File: config.mk
export PLATFORM = sky130hd
export DESIGN_NAME = dzt_axis
export DESIGN_NICKNAME = d
export VERILOG_FILES = /design/src/rtl/dzt_pkg.sv /design/src/rtl/dzt_axis.sv
export SDC_FILE = /design/constraint.sdc
export NUM_CORES = 2
export LEC_CHECK = 0
export BUFFER_PORTS_ARGS = -buffer_cell sky130_fd_sc_hd__buf_2
export CAP_MARGIN = 40
export CORE_MARGIN = 2
export CORE_UTILIZATION = 40
export DETAILED_ROUTE_END_ITERATION = 6
export PLACE_DENSITY = 0.58
export SYNTH_ARGS = -nofsm -noshare
export SYNTH_HDL_FRONTEND = slang
export SYNTH_SLANG_ARGS = --single-unit
File: constraint.sdc
create_clock -name vclk -period 63.3
set_input_delay 9.495 -clock vclk [all_inputs]
set_output_delay 9.495 -clock vclk [all_outputs]
set_load 0.02 [all_outputs]
File: src/rtl/dzt_pkg.sv
// ----------------------------------------------------------------------------
// dzt_pkg
// Shared types and constants for the deadzone view tracker.
// ----------------------------------------------------------------------------
package dzt_pkg;

    localparam int PT_W      = 32;   // coordinate field width, Q24.8
    localparam int DZ_W      = 31;   // deadzone register width
    localparam int GAIN_W    = 17;   // step gain width, Q1.16 unsigned
    localparam int GAIN_FRAC = 16;   // fraction bits of the gain
    localparam int FMODE_W   = 2;    // follow mode width
    localparam int CFG_IDX_W = 3;
    localparam int CFG_DAT_W = 32;

    // item mode codes
    localparam logic MODE_FOLLOW = 1'b0;
    localparam logic MODE_FORCE  = 1'b1;

    // follow mode bit positions
    localparam int FM_LOCK_X  = 0;
    localparam int FM_CEILING = 1;

    typedef enum logic [CFG_IDX_W-1:0] {
        CFG_MIN_X     = 3'd0,
        CFG_MAX_X     = 3'd1,
        CFG_MIN_Y     = 3'd2,
        CFG_MAX_Y     = 3'd3,
        CFG_DZ_X      = 3'd4,
        CFG_DZ_Y      = 3'd5,
        CFG_CEIL_Y    = 3'd6,
        CFG_FOLLOW    = 3'd7
    } t_cfg_idx;

    typedef struct packed {
        logic signed [PT_W-1:0] min_center_x;
        logic signed [PT_W-1:0] max_center_x;
        logic signed [PT_W-1:0] min_center_y;
        logic signed [PT_W-1:0] max_center_y;
        logic [DZ_W-1:0]        deadzone_x;
        logic [DZ_W-1:0]        deadzone_y;
        logic signed [PT_W-1:0] ceiling_target_y;
        logic [FMODE_W-1:0]     follow_mode;
    } t_cfg;

    typedef struct packed {
        logic                   mode;
        logic signed [PT_W-1:0] point_x;
        logic signed [PT_W-1:0] point_y;
        logic [GAIN_W-1:0]      step_gain;
    } t_item;

    typedef struct packed {
        logic signed [PT_W-1:0] center_x;
        logic signed [PT_W-1:0] center_y;
    } t_result;

endpackage

File: src/rtl/dzt_axis.sv
// ----------------------------------------------------------------------------
// dzt_axis
// One axis step: goal pick, gain lerp with rounding, clamp, force or pin select, saturate.
// ----------------------------------------------------------------------------
module dzt_axis #(
    parameter int W = 32
) (
    input  logic signed [W-1:0]                 i_cur,
    input  logic signed [dzt_pkg::PT_W-1:0]     i_point,
    input  logic [dzt_pkg::DZ_W-1:0]            i_deadzone,
    input  logic                                i_direct,   // use i_goal as target
    input  logic signed [dzt_pkg::PT_W-1:0]     i_goal,
    input  logic [dzt_pkg::GAIN_W-1:0]          i_gain,
    input  logic signed [dzt_pkg::PT_W-1:0]     i_lo,
    input  logic signed [dzt_pkg::PT_W-1:0]     i_hi,
    input  logic                                i_pin,      // pin to lower limit
    input  logic                                i_force,    // load point as is
    output logic signed [W-1:0]                 o_next
);
    import dzt_pkg::*;

    localparam int SW = (W > PT_W) ? W : PT_W;
    localparam int XW = SW + 2;
    localparam int PW = XW + GAIN_W + 1;
    localparam logic signed [PW-1:0] ROUND  = PW'(1) <<< (GAIN_FRAC - 1);
    localparam logic signed [PW-1:0] SAT_HI = {{(PW-W+1){1'b0}}, {(W-1){1'b1}}};
    localparam logic signed [PW-1:0] SAT_LO = ~SAT_HI;

    logic signed [XW-1:0] w_cur, w_pt, w_dz, w_goal, w_diff;
    logic signed [PW-1:0] w_prod, w_step, w_app, w_lo, w_hi, w_clamp, w_sel, w_sat;

    always_comb begin
        w_cur = XW'(i_cur);
        w_pt  = XW'(i_point);
        w_dz  = XW'($signed({1'b0, i_deadzone}));

        if (i_direct) begin
            w_goal = XW'(i_goal);
        end else if (w_pt > w_cur + w_dz) begin
            w_goal = w_pt - w_dz;
        end else if (w_pt < w_cur - w_dz) begin
            w_goal = w_pt + w_dz;
        end else begin
            w_goal = w_cur;
        end

        w_diff = w_goal - w_cur;
        w_prod = PW'(w_diff) * PW'($signed({1'b0, i_gain}));
        // round to nearest, ties up: floor((p + half) / 2^16)
        w_step = (w_prod + ROUND) >>> GAIN_FRAC;
        w_app  = w_step + PW'(w_cur);

        w_lo = PW'(i_lo);
        w_hi = (PW'(i_hi) < w_lo) ? w_lo : PW'(i_hi);
        if (w_app < w_lo) begin
            w_clamp = w_lo;
        end else if (w_app > w_hi) begin
            w_clamp = w_hi;
        end else begin
            w_clamp = w_app;
        end

        if (i_force) begin
            w_sel = PW'(w_pt);
        end else if (i_pin) begin
            w_sel = w_lo;
        end else begin
            w_sel = w_clamp;
        end

        if (w_sel > SAT_HI) begin
            w_sat = SAT_HI;
        end else if (w_sel < SAT_LO) begin
            w_sat = SAT_LO;
        end else begin
            w_sat = w_sel;
        end
    end

    assign o_next = w_sat[W-1:0];

endmodule

* Yosys cells after proc, flatten, opt, wreduce, memory -nomap -nowiden
Cells that the tools add are included.
Word-level totals: bits of input ports 211, logic and storage cells 25, flip-flop bits (word level) 0, output and inout bits 32
Cells by class: add/subtract/negate cells 7, magnitude comparators 7, multiply operators 1, muxes and demuxes 10
Operators with widths (number):
- $mux W52 | 5
- $mux W34 | 3
- $add A32 B32 Y33 | 2
- $sub A32 B32 Y33 | 2
- $mux W32 | 2
- $add A52 B17 Y52 const B | 1
- $gt A37 B52 Y1 | 1
- $gt A52 B32 Y1 const B | 1
- $lt A52 B32 Y1 const B | 1
- $mul A34 B18 Y52 | 1
- $add A36 B32 Y37 | 1
- $lt A37 B32 Y1 | 1
- $sub A34 B32 Y34 | 1
- $gt A32 B33 Y1 | 1
- $lt A32 B33 Y1 | 1
- $lt A32 B32 Y1 | 1

* Longest topological paths before layout
word-level depth 17, depth in mapped cells 88, gate-level depth less buffers 83

* Least setup slack after synthesis
Ideal clock, no wire load.
path type input -> output, start point input port i_deadzone[7] in the netlist's numbering, end point output port o_next[17], path slack 26958 ps, required time 53805 ps, buffers on the path 5, cell stages on the path 81, arrival time 26847 ps, path through inv_1 > ha_1 > clkbuf_1 > or3_1 > nand3b_1 > a21oi_1 > nand4b_1 > o41ai_1 > a211oi_1 > o31ai_1 > a221oi_1 > mux2_2 > nor4_1 > ha_1 > nand4_1 > o311ai_0 > a211oi_1 > a311o_1 > [... 45 more ...] > nand2b_1 > a211o_1 > a21oi_1 > o22ai_1 > a211oi_1 > ha_1 > a211oi_1 > nor2_1 > a211oi_1 > o211ai_1 > a21oi_2 > mux2i_1 > a31oi_1 > o221ai_1 > inv_1 > o31a_1 > buf_2 > o31ai_1
On the way: longest elaborated chain between the ends 17, elaborated cells between the ends (all ways) 23, classes of those cells add/sub: 7; mul: 1; order compare: 6; mux: 9
RTL lines:
- start, declared | line dzt_axis.sv:10 | input logic [dzt_pkg::DZ_W-1:0] i_deadzone,
- $sub A32 B32 Y33 | line dzt_axis.sv:41 | end else if (w_pt < w_cur - w_dz) begin
- $lt A32 B33 Y1 | line dzt_axis.sv:41
- $mux W34 | line dzt_axis.sv:41
- $mux W34 * | line dzt_axis.sv:39 | end else if (w_pt > w_cur + w_dz) begin
- $mux W34 * | line dzt_axis.sv:37 | if (i_direct) begin
- $sub A34 B32 Y34 * | line dzt_axis.sv:47 | w_diff = w_goal - w_cur;
- $mul A34 B18 Y52 * | line dzt_axis.sv:48 | w_prod = PW'(w_diff) * PW'($signed({1'b0, i_gain}));
- $add A52 B17 Y52 * | line dzt_axis.sv:50 | w_step = (w_prod + ROUND) >>> GAIN_FRAC;
- $add A36 B32 Y37 * | line dzt_axis.sv:51 | w_app = w_step + PW'(w_cur);
- $gt A37 B52 Y1 | line dzt_axis.sv:57 | end else if (w_app > w_hi) begin
- $mux W52 | line dzt_axis.sv:57
- $mux W52 * | line dzt_axis.sv:55 | if (w_app < w_lo) begin
- $mux W52 * | line dzt_axis.sv:65 | end else if (i_pin) begin
- $mux W52 * | line dzt_axis.sv:63 | if (i_force) begin
- $lt A52 B32 Y1 | line dzt_axis.sv:73 | end else if (w_sel < SAT_LO) begin
- $mux W32 | line dzt_axis.sv:73
- $mux W32 * | line dzt_axis.sv:71 | if (w_sel > SAT_HI) begin
- end, declared | line dzt_axis.sv:18 | output logic signed [W-1:0] o_next
Mark *: on every way between the ends. The rest lies on a longest branch, timed or not.

* Worst setup path in the final report
start point input port i_cur[13], end point output port o_next[4]
On the way: longest elaborated chain between the ends 17, elaborated cells between the ends (all ways) 21, classes of those cells add/sub: 5; mul: 1; order compare: 6; mux: 9
RTL lines:
- start, declared | line dzt_axis.sv:8 | input logic signed [W-1:0] i_cur,
- $sub A32 B32 Y33 | line dzt_axis.sv:41
- $lt A32 B33 Y1 | line dzt_axis.sv:41
- $mux W34 | line dzt_axis.sv:41
- $mux W34 | line dzt_axis.sv:39
- $mux W34 | line dzt_axis.sv:37
- $sub A34 B32 Y34 | line dzt_axis.sv:47
- $mul A34 B18 Y52 | line dzt_axis.sv:48
- $add A52 B17 Y52 | line dzt_axis.sv:50
- $add A36 B32 Y37 * | line dzt_axis.sv:51
- $gt A37 B52 Y1 | line dzt_axis.sv:57
- $mux W52 | line dzt_axis.sv:57
- $mux W52 * | line dzt_axis.sv:55
- $mux W52 * | line dzt_axis.sv:65
- $mux W52 * | line dzt_axis.sv:63
- $lt A52 B32 Y1 | line dzt_axis.sv:73
- $mux W32 | line dzt_axis.sv:73
- $mux W32 * | line dzt_axis.sv:71
Marked as above.

==> impl_metrics.json <==
{
  "ys_top_cells_by_count": "inv_1 (858), fa_1 (556), ha_1 (516), nand2_1 (454), and2_1 (258)",
  "tightest_slew_ns": 0.918,
  "io_buffers": 243,
  "antenna_found_initial": 4,
  "drtIter0Drc": 2370,
  "rsz0062_at_grt": "false",
  "overflow": 0,
  "outcome": "finished, final reports clean",
  "grt_pass1_wl_um": 193000,
  "yosysWarnings": 0,
  "grt.total_usage": 0.265,
  "cp_data_arrival_time_ns": 31.03,
  "yosysMostFrequentCell": "inv_1",
  "tns_ns": 0,
  "routedWlPerCell_um": 20.8,
  "syn_area_per_cell_um2": 7.91,
  "grt_pass1_vias": 33200,
  "hold_viol": 0,
  "slowest_delay_ns": 0.70,
  "post_cts_resized": 0,
  "fmax_mhz": 24.7,
  "dr.pass1.iters": 6,
  "num-nets-final": 5942,
  "layout-drive-gt1-share": 0.0764,
  "yosysSeqAreaShare": 0,
  "syn_area_mm2": 0.0359,
  "post_cts.repair.setup_buffers": 0,
  "cp-end-kind": "output port",
  "synth_nets": 5823,
  "ys_types": 86,
  "crit_type": "input port to output port",
  "synth_top_cell_by_area": "fa_1",
  "slowest_stage": "o41ai_1",
  "coreArea_mm2": 0.0886,
  "hpwl_um": 102000,
  "chipHeight_um": 304,
  "cpMostUsedCell": "inv_1",
  "worst_ep_required_time_ns": 53.81,
  "grt_max_degree": 52,
  "seq_area_um2": 0,
  "setup_viol": 0,
  "post-route-period-util": 0.640,
  "dieWidth_um": 304,
  "start_util": 0.405,
  "synth_top_area_share": 0.310,
  "crit_buf_inv": 13,
  "dr_total_vias": 32300,
  "maxCapViolCount": 0,
  "start_kind": "input port",
  "period_needed_ns": 40.53,
  "fp-row-count": 109,
  "maxSlewViolCount": 0,
  "via_per_inst": 5.55,
  "synthCells": 4540,
  "cp_top_family": "compound AO/OA/AOI/OAI gates",
  "relSlewSlack": 0.388,
  "crit_fanout": 34,
  "drt_drc_violations_left": 0,
  "ant_nets": 0,
  "hold_buffers": 0,
  "area.growth.synth_to_final_pct": 7.29,
  "gp_congestion": 0.971,
  "seq_cells": 0,
  "final.clkbuf_count": 0,
  "die_area_mm2": 0.0922,
  "synth_area_leaders": "fa_1 (31%), ha_1 (18%), inv_1 (9.0%)",
  "hold_path.class": "input port to output port",
  "ios": 243,
  "wirelength_um": 121000
}
cells in the final DEF (no fill, tap or decap), types with 10 or more instances in the layout:
cell type,n
inv_1,858
fa_1,556
ha_1,516
nand2_1,454
and2_1,258
a21oi_1,257
buf_2,245
nor2_1,208
o21ai_0,176
xnor2_1,101
a21o_1,92
nor2b_1,58
nor3_1,57
nand3_1,52
o21a_1,50
nand2b_1,48
a211oi_1,47
buf_4,44
mux2i_1,42
xor2_1,40
nand4_1,38
o21bai_1,32
a31oi_1,29
o31ai_1,26
o211ai_1,25
a221o_1,23
and3_1,23
a221oi_1,21
a211o_1,19
o221ai_1,19
or3_1,15
nor4_1,14
and4_1,11
o41ai_1,11
o31a_1,11
a22oi_1,10
per-stage QoR:
step | area [um^2] | cells | util | hold WS (ns) | setup slack [ns]
after floorplan | 35900 | 4540 | - | 19.22 | 26.96
after global routing | 38500 | 5822 | 0.435 | 19.53 | 21.43
after CTS | 38500 | 5821 | 0.435 | 19.50 | 23.29
final | 38500 | 5823 | 0.435 | 19.51 | 22.77
after global placement | 38300 | 5801 | 0.432 | 19.50 | 23.19
after detailed placement | 38500 | 5821 | 0.435 | 19.50 | 23.41
final timing paths:
path / to / cells after the start / start
worst max-delay path: o_next[4] / 79 / i_cur[13]
worst min-delay path: o_next[28] / 4 / i_point[28]
layer usage:
layer	up-vias	GRT usage	part of all wire
met4	6	0.0452	0.019
met3	135	0.0309	0.059
met5	-	0	0.00033
met2	907	0.449	0.47
li1	15100	-	-
met1	16200	0.366	0.45
worst min-delay path: stages:
cell,delay (ns)
buf_2,0.17
nor2_1,0.12
o31ai_1,0.07
buf_2,0.16
area by class of cell:
| type | count | area [um^2] |
|---|---|---|
| multi-input combinational | 3494 | 32100 |
| fill | 9163 | 50100 |
| inverter | 860 | 3230 |
| antenna | 1 | 2.50 |
| tap | 1165 | 1460 |
| timing repair buffer | 303 | 1780 |
cells by family after synthesis:
| family | Yosys count | share of synthesized area |
|---|---|---|
| XOR/XNOR | 149 | 0.0365 |
| buffers and inverters | 1046 | 0.110 |
| multiplexers | 50 | 0.0141 |
| AND/OR/NAND/NOR | 1284 | 0.176 |
| AO/OA/AOI/OAI | 939 | 0.174 |
| adder cells (fa/ha/maj) | 1072 | 0.490 |
Power is not shown: default switching activity piles up to over one toggle a cycle in this logic, so the estimate is an artifact.
