### src/rtl/dzt_pkg.sv
// ----------------------------------------------------------------------------
// dzt_pkg
// Shared types and constants for the deadzone view tracker.
// ----------------------------------------------------------------------------
package dzt_pkg;

    localparam int PT_W      = 32;   // coordinate field width, Q24.8
    localparam int DZ_W      = 31;   // deadzone register width
    localparam int GAIN_W    = 17;   // step gain width, Q1.16 unsigned
    localparam int GAIN_FRAC = 16;   // fraction bits of the gain
    localparam int FMODE_W   = 2;    // follow mode width
    localparam int CFG_IDX_W = 3;
    localparam int CFG_DAT_W = 32;

    // item mode codes
    localparam logic MODE_FOLLOW = 1'b0;
    localparam logic MODE_FORCE  = 1'b1;

    // follow mode bit positions
    localparam int FM_LOCK_X  = 0;
    localparam int FM_CEILING = 1;

    typedef enum logic [CFG_IDX_W-1:0] {
        CFG_MIN_X     = 3'd0,
        CFG_MAX_X     = 3'd1,
        CFG_MIN_Y     = 3'd2,
        CFG_MAX_Y     = 3'd3,
        CFG_DZ_X      = 3'd4,
        CFG_DZ_Y      = 3'd5,
        CFG_CEIL_Y    = 3'd6,
        CFG_FOLLOW    = 3'd7
    } t_cfg_idx;

    typedef struct packed {
        logic signed [PT_W-1:0] min_center_x;
        logic signed [PT_W-1:0] max_center_x;
        logic signed [PT_W-1:0] min_center_y;
        logic signed [PT_W-1:0] max_center_y;
        logic [DZ_W-1:0]        deadzone_x;
        logic [DZ_W-1:0]        deadzone_y;
        logic signed [PT_W-1:0] ceiling_target_y;
        logic [FMODE_W-1:0]     follow_mode;
    } t_cfg;

    typedef struct packed {
        logic                   mode;
        logic signed [PT_W-1:0] point_x;
        logic signed [PT_W-1:0] point_y;
        logic [GAIN_W-1:0]      step_gain;
    } t_item;

    typedef struct packed {
        logic signed [PT_W-1:0] center_x;
        logic signed [PT_W-1:0] center_y;
    } t_result;

endpackage

### src/rtl/dzt_cfg.sv
// ----------------------------------------------------------------------------
// dzt_cfg
// Configuration register file, write only.
// ----------------------------------------------------------------------------
module dzt_cfg (
    input  logic                           i_clk,
    input  logic                           i_rst_n,
    input  logic                           i_we,
    input  logic [dzt_pkg::CFG_IDX_W-1:0]  i_idx,
    input  logic [dzt_pkg::CFG_DAT_W-1:0]  i_data,
    output dzt_pkg::t_cfg                  o_cfg
);
    import dzt_pkg::*;

    t_cfg r_cfg;

    always_ff @(posedge i_clk) begin
        if (!i_rst_n) begin
            r_cfg <= '0;
        end else if (i_we) begin
            unique case (t_cfg_idx'(i_idx))
                CFG_MIN_X:  r_cfg.min_center_x     <= i_data[PT_W-1:0];
                CFG_MAX_X:  r_cfg.max_center_x     <= i_data[PT_W-1:0];
                CFG_MIN_Y:  r_cfg.min_center_y     <= i_data[PT_W-1:0];
                CFG_MAX_Y:  r_cfg.max_center_y     <= i_data[PT_W-1:0];
                CFG_DZ_X:   r_cfg.deadzone_x       <= i_data[DZ_W-1:0];
                CFG_DZ_Y:   r_cfg.deadzone_y       <= i_data[DZ_W-1:0];
                CFG_CEIL_Y: r_cfg.ceiling_target_y <= i_data[PT_W-1:0];
                CFG_FOLLOW: r_cfg.follow_mode      <= i_data[FMODE_W-1:0];
                default:    r_cfg                  <= r_cfg;
            endcase
        end
    end

    assign o_cfg = r_cfg;

endmodule

### config.mk
export PLATFORM = sky130hd
export DESIGN_NAME = dzt_cfg
export DESIGN_NICKNAME = d
export VERILOG_FILES = /design/src/rtl/dzt_pkg.sv /design/src/rtl/dzt_cfg.sv
export SDC_FILE = /design/constraint.sdc
export NUM_CORES = 1
export LEC_CHECK = 0
export BUFFER_PORTS_ARGS = -buffer_cell sky130_fd_sc_hd__buf_2
export CORE_ASPECT_RATIO = 1.4
export CORE_MARGIN = 4
export CORE_UTILIZATION = 40
export DETAILED_ROUTE_END_ITERATION = 12
export GPL_TIMING_DRIVEN = 0
export MAX_ROUTING_LAYER = met4
export PLACE_DENSITY_LB_ADDON = 0.05
export SETUP_SLACK_MARGIN = 0.4
export SYNTH_ARGS = -nofsm -noshare
export SYNTH_HDL_FRONTEND = slang
export SYNTH_SLANG_ARGS = --single-unit
### constraint.sdc
create_clock -name i_clk -period 1.1 [get_ports i_clk]
set_input_delay 0.165 -clock i_clk [delete_from_list [all_inputs] [get_ports i_clk]]
set_output_delay 0.165 -clock i_clk [all_outputs]
set_load 0.05 [all_outputs]
Word level (Yosys, flattened, before mapping). Cells that the tools add are included. W data, S select, Z words.

Register bits after elaboration: 224. Latch bits: 0. RAM bits: 0. Bits in read-only memories: 0. Bits of input ports: 38. Logic and storage cells: 24. Memories: 0.

Add/sub/neg operators: 0. Multipliers: 0. Divide/modulo/power cells: 0. Magnitude comparators: 0. Equal/unequal tests: 7. Shifts and indexed selects: 0. Mux-type cells: 0. Bitwise gates (word level): 0. Reductions and logical operators: 9.

Operator list (count): $reduce_and A2 Y1 (8); $eq A3 B3 Y1 const B (4); $eq A3 B2 Y1 const B (2); $eq A3 B1 Y1 const B (1); $logic_not A3 Y1 (1).

Logic depth before layout (Yosys ltp). Gate-level depths: netlist of the first run.

Depth in word-level cells: 2. Depth in mapped cells: 5. Depth with buffers taken out: 2.

Worst setup path before layout of the first run. No wires, ideal clock.

Path kind: in2reg. From: input port i_idx[1] (netlist name). To: register r_cfg, in the netlist o_cfg[211]. Setup time: 72 ps. Arrival: 1116 ps. Required time: 1028 ps. Setup slack: -88 ps. Stages on the path: 4. Buffers on the path: 2. Path through: buf_4 nor4b_4 buf_6 mux2i_1.

Cells in the longest elaborated chain, start to end: 2.

Ends and longest elaborated chain: from (decl) (line dzt_cfg.sv:9) `input logic [dzt_pkg::CFG_IDX_W-1:0] i_idx,`; $logic_not A3 Y1 (line dzt_cfg.sv:21) `unique case (t_cfg_idx'(i_idx))`; $reduce_and A2 Y1 (no source line); to (signal assigned) (line dzt_cfg.sv:30) `default: r_cfg <= r_cfg;`; to (decl) (line dzt_cfg.sv:15) `t_cfg r_cfg;`.

Every way passes these cells. A chain may end at the register's enable or synchronous reset.

Worst setup path after layout of the first run.
From: register r_cfg, in the netlist o_cfg[162]. To: output port o_cfg[162] (netlist name).

RTL lines: to (decl) (line dzt_cfg.sv:11) `output dzt_pkg::t_cfg o_cfg`.

No word-level cell between the ends.

==> summary.md, run 1 <==
Total power for the finished layout comes to 18.7 mW. STA classifies the critical path startpoint as a register. The worst setup path is of the register to primary output kind.

The path category of the worst min-delay check was input port to register. The checks that failed: negative setup slack. Of the synthesized area, sequential elements account for 55.5%. At the placement stage, the worst setup path has a slack of -0.315 ns. The tools report the filler cell count in the final layout as 1424. The kind of capture point of the worst setup path was a primary output. The cell count after synthesis was 768. Total congestion overflow: 0. The post-route fraction of the period consumed by the critical path works out to 108%. The path with the worst hold slack has its endpoint at o_cfg[159]. At the end of routability-driven placement, the weighted congestion stood at 0.778. The average cell area after synthesis was 10.5 µm²; the iteration-0 DRC count of the detailed router was 233. The standard cell core area is 0.0198 mm². The run gives 61 as the number of cell rows. The worst clock skew came out at 0 ns. Number of nets at the end of the flow: 1159.

CTS saw 224 sinks. 0 antenna diodes ended up in the layout. The number of vias per cell after detailed routing was 4.86. On the critical path, the stage with the largest delay is an instance of sky130_fd_sc_hd__dfxtp_2.

Clock-pin slew was measured on the worst setup and hold paths at 0.07 ns. For the count of endpoints failing hold in the final timing report, the log shows 0. The combined buffer and inverter count along the critical path was 1. Cell area reported after detailed placement: 0.0101 mm².

Summed over all cells, the static leakage comes to 6.71 nW. The run finished, with violations left. The Yosys step of the flow raised 0 warnings. For the via count of the first global-routing pass, the log shows 6833. The logs give 0.0140 mm² for the final cell area excluding filler cells and 26900 µm for the total length of routed wires.

The run gives 0.00808 mm² as the synthesized cell area. The signal on the critical path passes through buf_8. The sum of net half-perimeters after detailed placement came out at 17900 µm. The number of clock buffers added by TritonCTS is 22. The flip-flop count of the largest register after layout came out at 224. The maximum VDD drop is 1.22 mV, and the count of pins over their slew limit is 0. The tools report the worst-case setup margin in the final layout as -0.0829 ns.

The average wire per standard cell came out at 19.4 µm. Family with the most delay on the worst path: flip-flops. For the largest net degree at the start of global routing, the log shows 16. The uppermost layer routed is met4. The final period demand of the worst path is 1.18 ns, and the share of layout cells above drive strength 1 is 60.4%. The run gives 1970 µm as the wire length on met3. The worst hold path passes through 3 cells. The data arrival time at the worst-slack endpoint came out at 1.02 ns. In this run the tool buffered the top-level ports with 256 buffer cells. Clock tree synthesis selected as its root buffer the cell sky130_fd_sc_hd__clkbuf_16. The count of vias placed by the detailed router is 6745.

The iteration count of the initial detailed-routing pass is 6. Across every metal layer, demand over resource in global routing totals 23.2%. The number of nets handed over by synthesis was 806.

The starting density of the core is 40.7%, and the worst-path maximum fanout is 2. The tightest hold path in the finished design has a slack of 0.0372 ns. The detailed router put a total of 10600 µm of wire on met1. The first global-routing pass estimated 39900 µm of wire. For the worst setup path, the data required time is 0.94 ns.

TritonCTS built the clock tree. The delay of the slowest critical-path stage was 0.37 ns; the number of remaining DRC errors was 0. The longest clock path from root to sink contains 3 buffers.

The die covers 0.0226 mm². The clock reaches the later pin of the worst-skew pair after 0.50 ns. Static timing analysis puts the maximum clock frequency at 845 MHz. The startpoint identified for the worst register-to-register timing path is o_cfg[197]. The tool flagged a number of max-cap violations equal to 0. The depth of the most critical reg-to-reg path is 4, and the layout overhead on the synthesized area is 73.8%. For the deepest level of the CTS H-tree, the log shows 1. The tools report the beginning of the worst hold path as i_data[31]. The cell area power density works out to 1330 mW/mm². The detail route stage leaves a number of antenna-violating nets equal to 0. In this run the horizontal extent of the chip is 128 µm. Wire segments on met2 add up to 13800 µm in the final route. The number of failing setup endpoints in the final timing report was 224. In this run the critical register-to-register path is captured at o_cfg[197]. Measured on the finished design, the core utilization comes to 70.7%. The die outline height came out at 176 µm. The slew at the pin closest to its max-slew limit was 0.502 ns; the initial antenna violation count was 0. The minimum setup slack among reg-to-reg paths is 0.31 ns, and the number of synthesized register bits is 224. The tools report the number of placed I/O pins as 262.

Number of distinct standard cells referenced by the synthesized netlist: 12. Headroom to the max-slew limit came out at 66.5%. Setup repair after global routing could not meet its margin everywhere.
==> synth_stat cells <==
library cell                  n  area (µm²)
sky130_fd_sc_hd__and4bb_2     1        12.5
sky130_fd_sc_hd__buf_2       21         105
sky130_fd_sc_hd__buf_4        8        60.1
sky130_fd_sc_hd__buf_6        4        45.0
sky130_fd_sc_hd__clkbuf_1    23        86.3
sky130_fd_sc_hd__dfxtp_1    224        4480
sky130_fd_sc_hd__mux2i_1    224        2240
sky130_fd_sc_hd__nand2_1    256         961
sky130_fd_sc_hd__nand4_1      1        6.26
sky130_fd_sc_hd__nand4b_1     3        26.3
sky130_fd_sc_hd__nand4bb_1    2        22.5
sky130_fd_sc_hd__nor4b_4      1        23.8
==> worst register-to-register path, delay by kind of cell, from the launching register on <==
kind                   cells  cell delay (ns)
flip-flops                 1             0.34
buffers and inverters      2             0.22
multiplexers               1             0.06
AND/OR/NAND/NOR            1             0.04
==> metrics by stage <==
| step | std cells | setup TNS [ns] |
|---|---|---|
| 6_report | 1387 | -13.84 |
| 5_1_grt | 1387 | -20.16 |
| 4_1_cts | 1342 | -17.03 |
| 3_5_place_dp | 1276 | -37.52 |
| 3_3_place_gp | 1276 | -37.02 |
| 2_1_floorplan | 768 | -2.06 |
==> layer usage <==
layer,up-vias,GRT usage (%)
li1,3247,-
met1,3251,26.9
met2,214,40.0
met3,33,6.02
met4,0,5.58
met5,-,-
==> where the power goes <==
part	switching, mW	internal (mW)
registers	0.168	8.31
clock network	3.27	4.68
logic	1.34	0.900
total	4.77	13.9
==> repair_timing <==
| item | 4_1_cts | 5_1_grt |
|---|---|---|
| gates resized for setup | 668 | 147 |
| setup endpoints to repair | 342 | 377 |
| cloned | 0 | 3 |
| hold buffers | 0 | 0 |
| pin swaps | 1 | 1 |
| hold endpoints to repair | 0 | 0 |
| setup buffers | 28 | 42 |
==> final cells by class <==
cell class                      count  area, µm²  area share, %
Buffer                             56        554           3.95
Clock buffer                       29        618           4.40
Clock inverter                      9        134          0.954
Multi-Input combinational cell    488       3410           24.3
Sequential cell                   224       4780           34.1
Tap cell                          252        315           2.25
Timing Repair Buffer              329       4220           30.1
==> how the worst max path moves through the flow <==
stage	from	to	slack [ns]	cells past startpoint
floorplan	i_idx[1]	o_cfg[211]	-0.07	4
global placement	i_idx[2]	o_cfg[97]	-0.32	4
detailed placement	i_idx[2]	o_cfg[112]	-0.31	4
CTS	o_cfg[198]	o_cfg[198]	-0.1	1
global route	o_cfg[43]	o_cfg[43]	-0.12	1
finish	o_cfg[162]	o_cfg[162]	-0.08	1
==> cells by family (layout without fill, tap and decap cells) <==
logic type	count (synthesis)	in the layout	synth area share, %
buffers and inverters	56	423	3.67
DFF	224	224	55.5
muxes	224	224	27.8
and+or+nand+nor	264	264	13.0
==> cells in the final DEF, fill, tap and decap left out, drive strengths merged <==
cell type | netlist | routed
and4bb | 1 | 1
nand4 | 1 | 1
dfxtp | 224 | 224
nor4b | 1 | 1
clkinv | 0 | 2
nand4b | 3 | 3
buf | 33 | 358
clkinvlp | 0 | 3
nand2 | 256 | 256
nand4bb | 2 | 2
bufinv | 0 | 3
clkbuf | 23 | 56
mux2i | 224 | 224
inv | 0 | 1
Note: power is estimated with default switching activity, not from simulation.
==> run 2, diff against run 1 <==
--- a/config.mk
+++ b/config.mk
@@ -13,6 +13,7 @@
 export GPL_TIMING_DRIVEN = 0
 export MAX_ROUTING_LAYER = met4
 export PLACE_DENSITY_LB_ADDON = 0.05
+export RECOVER_POWER = 100
 export SETUP_SLACK_MARGIN = 0.4
 export SYNTH_ARGS = -nofsm -noshare
 export SYNTH_HDL_FRONTEND = slang
==> run 2 against run 1 <==
- clock power about the same
- the run still ends with negative setup slack left
- critical path depth is the same
- via count is essentially flat
- global-route usage did not move
- critical path type unchanged
- maximum frequency about the same
- wire length about the same
- count of clock-buffer cells in the layout did not move
- combinational power barely moved
- first-iteration DRC count up 24%
==> summary.md, run 2 (synthesis results as in run 1) <==
The number of failing setup endpoints in the final timing report was 234 (was 224). The iteration count of the initial detailed-routing pass is 4 (was 6), and the starting density of the core is 40.7% (unchanged). Violated checks: negative setup slack (unchanged).

The slew at the pin closest to its max-slew limit came out at 0.831 ns (was 0.502 ns). The number of placed I/O pins was 262 (unchanged). The tools report the required time at the worst-slack endpoint as 0.94 ns (about the same).

The logs give 0 (unchanged) for the antenna cell count and 0.0198 mm² (unchanged) for the standard cell core area. Post-route fraction of the period consumed by the critical path: 108% (about the same). The worst hold margin came out at 0.0402 ns (was 0.0372 ns).

Cell at the root of the clock tree: sky130_fd_sc_hd__clkbuf_16 (unchanged). The combined buffer and inverter count along the critical path was 1 (unchanged); the wire length of the first global-routing pass was 39900 µm (unchanged). The antenna violation net count after detailed routing came out at 0 (unchanged). Share of the core filled with cells in the final layout: 70.4% (was 70.7%). The cell area reported after detailed placement is 0.0101 mm² (unchanged), and the delay of the slowest critical-path stage is 0.36 ns (was 0.37 ns). Cell chain of the critical path: buf_8 (unchanged). The count of vias placed by the detailed router was 6739 (was 6745). Path type of the worst setup path: register to primary output (unchanged). The worst clock skew was 0 ns (unchanged); the die extent in x was 128 µm (unchanged).

For the deepest level of the CTS H-tree, the log shows 1 (unchanged). The number of max-capacitance violations reported was 0 (unchanged). The number of nets at the end of the flow was 1159 (unchanged).

The cell with the biggest individual delay on the critical path is sky130_fd_sc_hd__dfxtp_2 (unchanged). The initial antenna violation count is 0 (unchanged). The total negative slack for setup checks was -13.63 ns (was -13.84 ns). The average wire per standard cell was 19.4 µm (about the same).

Number of vias per cell after detailed routing: 4.86 (about the same). The CTS clock-pin slew for the worst setup and hold paths works out to 0.07 ns (about the same). The run gives 0.00339 mm² (was 0.00341 mm²) as the area of the multi-input gates.

The buffer levels on the longest clock path came out at 3 (unchanged). The iteration-0 DRC count of the detailed router came out at 290 (was 233). The area of the die was 0.0226 mm² (unchanged); the sum of net half-perimeters after detailed placement was 17900 µm (unchanged). The standby leakage power was 6.67 nW (was 6.71 nW). The run finished, with violations left. The cell area power density came out at 1330 mW/mm² (about the same). The headroom to the max-slew limit was 44.6% (was 66.5%); the routability congestion estimate was 0.778 (unchanged).

The logs give 224 (unchanged) for the number of sinks handled by clock tree synthesis and 0.49 ns (was 0.50 ns) for the clock latency of the later-clocked register in the worst-skew pair. The maximum VDD drop came out at 1.22 mV (about the same). The layout overhead on the synthesized area was 72.9% (was 73.8%); the worst-case setup margin in the final layout was -0.0835 ns (was -0.0829 ns). The tools report the total congestion overflow as 0 (unchanged). The via count of the first global-routing pass is 6833 (unchanged). The data arrival time at the worst-slack endpoint came out at 1.02 ns (about the same).

Count of pins over their slew limit: 0 (unchanged). For the overall fraction of global-route tracks in use, the log shows 23.2% (unchanged). The tools report the area of all sequential standard cells as 0.00478 mm² (about the same).

The die outline height works out to 176 µm (unchanged). The family with the most delay on the worst path is flip-flops (unchanged). Final cell area excluding filler cells: 0.0140 mm² (about the same). TritonCTS built the clock tree. Setup repair after global routing could not meet its margin everywhere.

Most frequent cells in the layout: sky130_fd_sc_hd__mux2i_1 (223), sky130_fd_sc_hd__buf_8 (218), sky130_fd_sc_hd__nand2_1 (215), sky130_fd_sc_hd__dfxtp_2 (215), sky130_fd_sc_hd__buf_6 (59) (was sky130_fd_sc_hd__mux2i_1 (223), sky130_fd_sc_hd__buf_8 (218), sky130_fd_sc_hd__dfxtp_2 (218), sky130_fd_sc_hd__nand2_1 (214), sky130_fd_sc_hd__buf_6 (62)). For the largest net degree at the start of global routing, the log shows 16 (unchanged). The share of layout cells above drive strength 1 is 59.6% (was 60.4%). The kind of capture point of the worst setup path is a primary output (unchanged). Total length of routed wires: 26900 µm (about the same). The number of remaining DRC errors came out at 0 (unchanged). Most common cell after layout, fill and taps aside: sky130_fd_sc_hd__mux2i_1 (unchanged). The tools report the number of cell rows as 61 (unchanged). The count of endpoints failing hold in the final timing report is 0 (unchanged), and the flip-flop count of the largest register after layout is 224 (unchanged). The total clock buffers created by CTS was 22 (unchanged).

The number of buffers inserted for hold repair after clock tree synthesis was 0 (unchanged); the final period demand of the worst path was 1.18 ns (about the same). The category of the worst setup path launch point was a register (unchanged). The quantity of I/O buffers inserted on ports is 256 (unchanged). The worst-path maximum fanout is 2 (unchanged), and the highest achievable clock rate is 845 MHz (about the same). The path category of the worst min-delay check was input port to register (unchanged). For the filler cell count in the final layout, the log shows 1438 (was 1424).
## run 2: cell count changes in the layout (fill, tap and decap cells not counted), moves of 2 or more
cell,delta
sky130_fd_sc_hd__clkbuf_2,+4
sky130_fd_sc_hd__buf_4,-6
sky130_fd_sc_hd__clkbuf_4,+2
sky130_fd_sc_hd__buf_6,-3
sky130_fd_sc_hd__dfxtp_1,+3
sky130_fd_sc_hd__dfxtp_2,-3
sky130_fd_sc_hd__clkbuf_1,+5
## run 2: power breakdown
group	total [mW]	internal [mW]	switching, mW	leakage (nW)
logic	2.21	0.882	1.33	4.39
clock network	7.93	4.68	3.25	0.359
registers	8.48	8.31	0.168	1.92
total	18.6	13.9	4.75	6.67
## run 2: path summary, 6_finish.rpt
kind                   start         end  slack (ns)  cells past startpoint
setup / recovery  o_cfg[138]  o_cfg[138]       -0.08                      1
hold / removal    i_data[31]  o_cfg[159]        0.04                      3
setup reg to reg   o_cfg[10]   o_cfg[10]        0.31                      4
hold reg to reg   o_cfg[199]  o_cfg[199]        0.46                      2
## run 2: layout make-up
| type | instances | area share (%) |
|---|---|---|
| flip-flops and latches | 224 | 34.2 |
| repair buffers | 329 | 30.1 |
| clock inverters | 9 | 0.959 |
| multi-input cells | 488 | 24.3 |
| well taps | 252 | 2.26 |
| clock buffers | 29 | 4.43 |
| plain buffers | 56 | 3.71 |
## run 2: layer usage
| layer | routed length, µm | track usage (%) | share of wire, % | vias to the layer above |
|---|---|---|---|---|
| met5 | 0 | - | 0 | - |
| met4 | 486 | 5.58 | 1.8 | 0 |
| met3 | 2040 | 6.02 | 7.6 | 31 |
| met2 | 13900 | 40.0 | 52 | 218 |
| met1 | 10500 | 26.9 | 39 | 3238 |
| li1 | - | - | - | 3252 |
## run 2: repair_timing
action	in CTS	in global routing
endpoints found under the setup margin	342	377
cloned	0	3
resized for setup	668	147
setup buffers	28	42
pin swaps	1	1
## run 2: per-stage QoR
stage                     setup WS, ns  instances  power (mW)
after floorplan                -0.0691        768        9.81
after global placement          -0.320       1276        10.3
after global routing            -0.116       1387        19.2
after CTS                      -0.0981       1342        18.7
after detailed placement        -0.315       1276        10.3
final                          -0.0835       1387        18.6
==> run 3, diff against run 2 <==
--- a/config.mk
+++ b/config.mk
@@ -18,3 +18,4 @@
 export SYNTH_ARGS = -nofsm -noshare
 export SYNTH_HDL_FRONTEND = slang
 export SYNTH_SLANG_ARGS = --single-unit
+export TNS_END_PERCENT = 10
==> constraint.sdc (replaced) <==
create_clock -name i_clk -period 1.1 [get_ports i_clk]
set_input_delay 0.165 -clock i_clk [delete_from_list [all_inputs] [get_ports i_clk]]
set_output_delay 0.165 -clock i_clk [all_outputs]
set_load 0.1 [all_outputs]
==> run 3 against run 2 <==
- the flow finishes with violations (negative hold slack, negative setup slack)
- cell area rose by 2.0%
- total power rose by 1.1%
- combinational power rose by 34%
- clock skew did not move
- wire length rose by 1.1%
- die area did not move
- first-iteration DRC count fell by 25%
- critical path type unchanged
- critical endpoint is now o_cfg[183]
==> summary.md, run 3 (synthesis results as in run 1) <==
The quantity of I/O buffers inserted on ports works out to 256 (unchanged). The standby leakage power was 6.46 nW (was 6.67 nW). Most common cell after layout, fill and taps aside: sky130_fd_sc_hd__nand2_1 (was sky130_fd_sc_hd__mux2i_1). The layout overhead on the synthesized area works out to 76.4% (was 72.9%). For the total clock buffers created by CTS, the log shows 22 (unchanged).

Number of max-capacitance violations reported: 0 (unchanged). Worst-case setup margin in the final layout: -0.121 ns (was -0.0835 ns). The number of remaining DRC errors was 0 (unchanged); the worst slack at placement was -0.438 ns (was -0.315 ns). The flow ran to the end, but the final reports show violations. The count of vias placed by the detailed router came out at 6552 (was 6739). Number of placed I/O pins: 262 (unchanged).

The die extent in x was 128 µm (unchanged); the count of endpoints failing hold in the final timing report was 2 (was 0). The run gives 1372 (was 1438) as the filler cell count in the final layout. Capturing point of the worst reg2reg path: o_cfg[71] (was o_cfg[10]). For the iteration count of the initial detailed-routing pass, the log shows 4 (unchanged). The delay of the slowest critical-path stage works out to 0.37 ns (was 0.36 ns). Depth of the most critical reg-to-reg path: 3 (was 4). The total length of routed wires is 27200 µm (was 26900 µm), and the share of layout cells above drive strength 1 is 54.9% (was 59.6%). The CTS clock-pin slew for the worst setup and hold paths was 0.07 ns (about the same).

The count of pins over their slew limit is 0 (unchanged). The worst clock skew is 0 ns (unchanged), and the number of cell rows is 61 (unchanged). The cell at the root of the clock tree is sky130_fd_sc_hd__clkbuf_16 (unchanged). The cell area power density was 1320 mW/mm² (was 1330 mW/mm²). TritonCTS built the clock tree.

The total congestion overflow was 0 (unchanged); the number of cells on the worst hold path was 3 (unchanged). The final period demand of the worst path works out to 1.22 ns (was 1.18 ns). For the number of sinks handled by clock tree synthesis, the log shows 224 (unchanged). The slew at the pin closest to its max-slew limit is 0.641 ns (was 0.831 ns), and the iteration-0 DRC count of the detailed router is 217 (was 290). The minimum setup slack among reg-to-reg paths is 0.35 ns (was 0.31 ns). The largest net degree at the start of global routing is 15 (was 16), and the overall fraction of global-route tracks in use is 24.5% (was 23.2%).

The number of nets at the end of the flow was 1095 (was 1159); the initial antenna violation count was 1 (was 0). Post-route fraction of the period consumed by the critical path: 111% (was 108%). Most frequent cells in the layout: sky130_fd_sc_hd__nand2_1 (243), sky130_fd_sc_hd__buf_12 (226), sky130_fd_sc_hd__mux2i_1 (223), sky130_fd_sc_hd__dfxtp_2 (200), sky130_fd_sc_hd__buf_2 (37) (was sky130_fd_sc_hd__mux2i_1 (223), sky130_fd_sc_hd__buf_8 (218), sky130_fd_sc_hd__nand2_1 (215), sky130_fd_sc_hd__dfxtp_2 (215), sky130_fd_sc_hd__buf_6 (59)). Cell with the biggest individual delay on the critical path: sky130_fd_sc_hd__dfxtp_2 (unchanged).

The path category of the worst min-delay check was input port to register (unchanged). For the area of the die, the log shows 0.0226 mm² (unchanged). The starting density of the core is 40.7% (unchanged).

The standard cell core area is 0.0198 mm² (unchanged), and the die outline height is 176 µm (unchanged). Cell chain of the critical path: buf_12 (was buf_8). The clock latency of the later-clocked register in the worst-skew pair came out at 0.49 ns (about the same).

The headroom to the max-slew limit was 57.1% (was 44.6%). Data arrival time at the worst-slack endpoint: 1.06 ns (was 1.02 ns). The non-filler instance count after layout was 1325 (was 1387).

The tools report the maximum VDD drop as 1.10 mV (was 1.22 mV). The buffer levels on the longest clock path was 3 (unchanged). The required time at the worst-slack endpoint came out at 0.94 ns (about the same).

For the worst hold margin, the log shows -0.00452 ns (was 0.0402 ns). The path type of the worst setup path was register to primary output (unchanged). Beginning of the worst hold path: i_idx[2] (was i_data[31]).

The wire length of the first global-routing pass came out at 41900 µm (was 39900 µm). Violated checks: negative hold slack, negative setup slack (was negative setup slack). The combined buffer and inverter count along the critical path is 1 (unchanged). Setup repair after global routing could not meet its margin everywhere. Flip-flop count of the largest register after layout: 224 (unchanged). The routability congestion estimate was 0.770 (was 0.778); the number of vias per cell after detailed routing was 4.94 (was 4.86). Family with the most delay on the worst path: flip-flops (unchanged). For the antenna violation net count after detailed routing, the log shows 0 (unchanged). The hold path endpoint was o_cfg[208] (was o_cfg[159]). The tools report the number of failing setup endpoints in the final timing report as 226 (was 234). The run gives 1 (unchanged) as the deepest level of the CTS H-tree.

The worst flop-to-flop path startpoint was o_cfg[71] (was o_cfg[10]). The via count of the first global-routing pass was 7206 (was 6833); the worst-path maximum fanout was 2 (unchanged). The tools report the sum of net half-perimeters after detailed placement as 18100 µm (was 17900 µm). Kind of capture point of the worst setup path: a primary output (unchanged).

The average wire per standard cell was 20.6 µm (was 19.4 µm); the total negative slack for setup checks was -21.54 ns (was -13.63 ns). The highest achievable clock rate was 819 MHz (was 845 MHz). The number of cells in the design after placement came out at 1276 (unchanged). The category of the worst setup path launch point was a register (unchanged).
run 3: cell types whose count changed in the layout (fill, tap and decap cells not counted), moves of 9 or more:
cell / previous run / this run
sky130_fd_sc_hd__buf_12: 7 / 226
sky130_fd_sc_hd__buf_6: 59 / 4
sky130_fd_sc_hd__nand2_1: 215 / 243
sky130_fd_sc_hd__dfxtp_4: 6 / 24
sky130_fd_sc_hd__dfxtp_2: 215 / 200
sky130_fd_sc_hd__clkbuf_2: 23 / 32
sky130_fd_sc_hd__buf_4: 29 / 10
sky130_fd_sc_hd__buf_8: 218 / 1
sky130_fd_sc_hd__nand2_2: 41 / 13
run 3: layout make-up:
type                       count  area (µm²)  share of cell area [%]
buffer                        56         353                    2.48
sequential                   224        4820                    33.9
multi-input combinational    488        3340                    23.4
clock buffer                  34         677                    4.75
clock inverter                 5        25.0                   0.176
antenna                        1        2.50                  0.0176
tap                          252         315                    2.21
timing repair buffer         265        4710                    33.1
run 3: worst max-delay path by stage:
stage	from	end	cells after the start
4_1_cts	o_cfg[156]	o_cfg[156]	1
3_5_place_dp	i_idx[1]	o_cfg[218]	4
2_1_floorplan	o_cfg[137]	o_cfg[137]	2
6_report	o_cfg[183]	o_cfg[183]	1
5_1_grt	o_cfg[4]	o_cfg[4]	1
3_3_place_gp	i_idx[1]	o_cfg[219]	4
run 3: power breakdown:
part	total (mW)	switching, mW	leakage (nW)	internal, mW
sequential	8.48	0.199	1.93	8.28
combinational	2.96	1.98	4.18	0.983
clock	7.39	3.16	0.352	4.23
run 3: tightest hold or removal path: cells and delay by family:
family | cells | cell delay, ns
mux | 1 | 0.12
buf+inv | 1 | 0.09
simple gates | 1 | 0.08
run 3: repair_timing:
item,4_1_cts,5_1_grt
pin swaps,0,1
hold endpoints to repair,2,0
buffers inserted,2,7
endpoints found under the setup margin,425,440
resized for setup,1086,100
run 3: per-layer routing:
layer | GRT usage (%) | vias up | wire length (µm)
li1 | - | 3118 | -
met5 | - | - | 0
met1 | 27.0 | 3170 | 10400
met2 | 43.7 | 221 | 14200
met3 | 5.99 | 43 | 1860
met4 | 6.59 | 0 | 780
run 3: per-stage QoR:
step | power, mW | instance area (µm²) | util, %
2_1_floorplan | 10.4 | 8190 | -
3_3_place_gp | 10.9 | 9790 | 49.3
3_5_place_dp | 10.9 | 9790 | 49.3
4_1_cts | 18.9 | 14100 | 71.1
5_1_grt | 19.4 | 14200 | 71.8
6_report | 18.8 | 14200 | 71.8
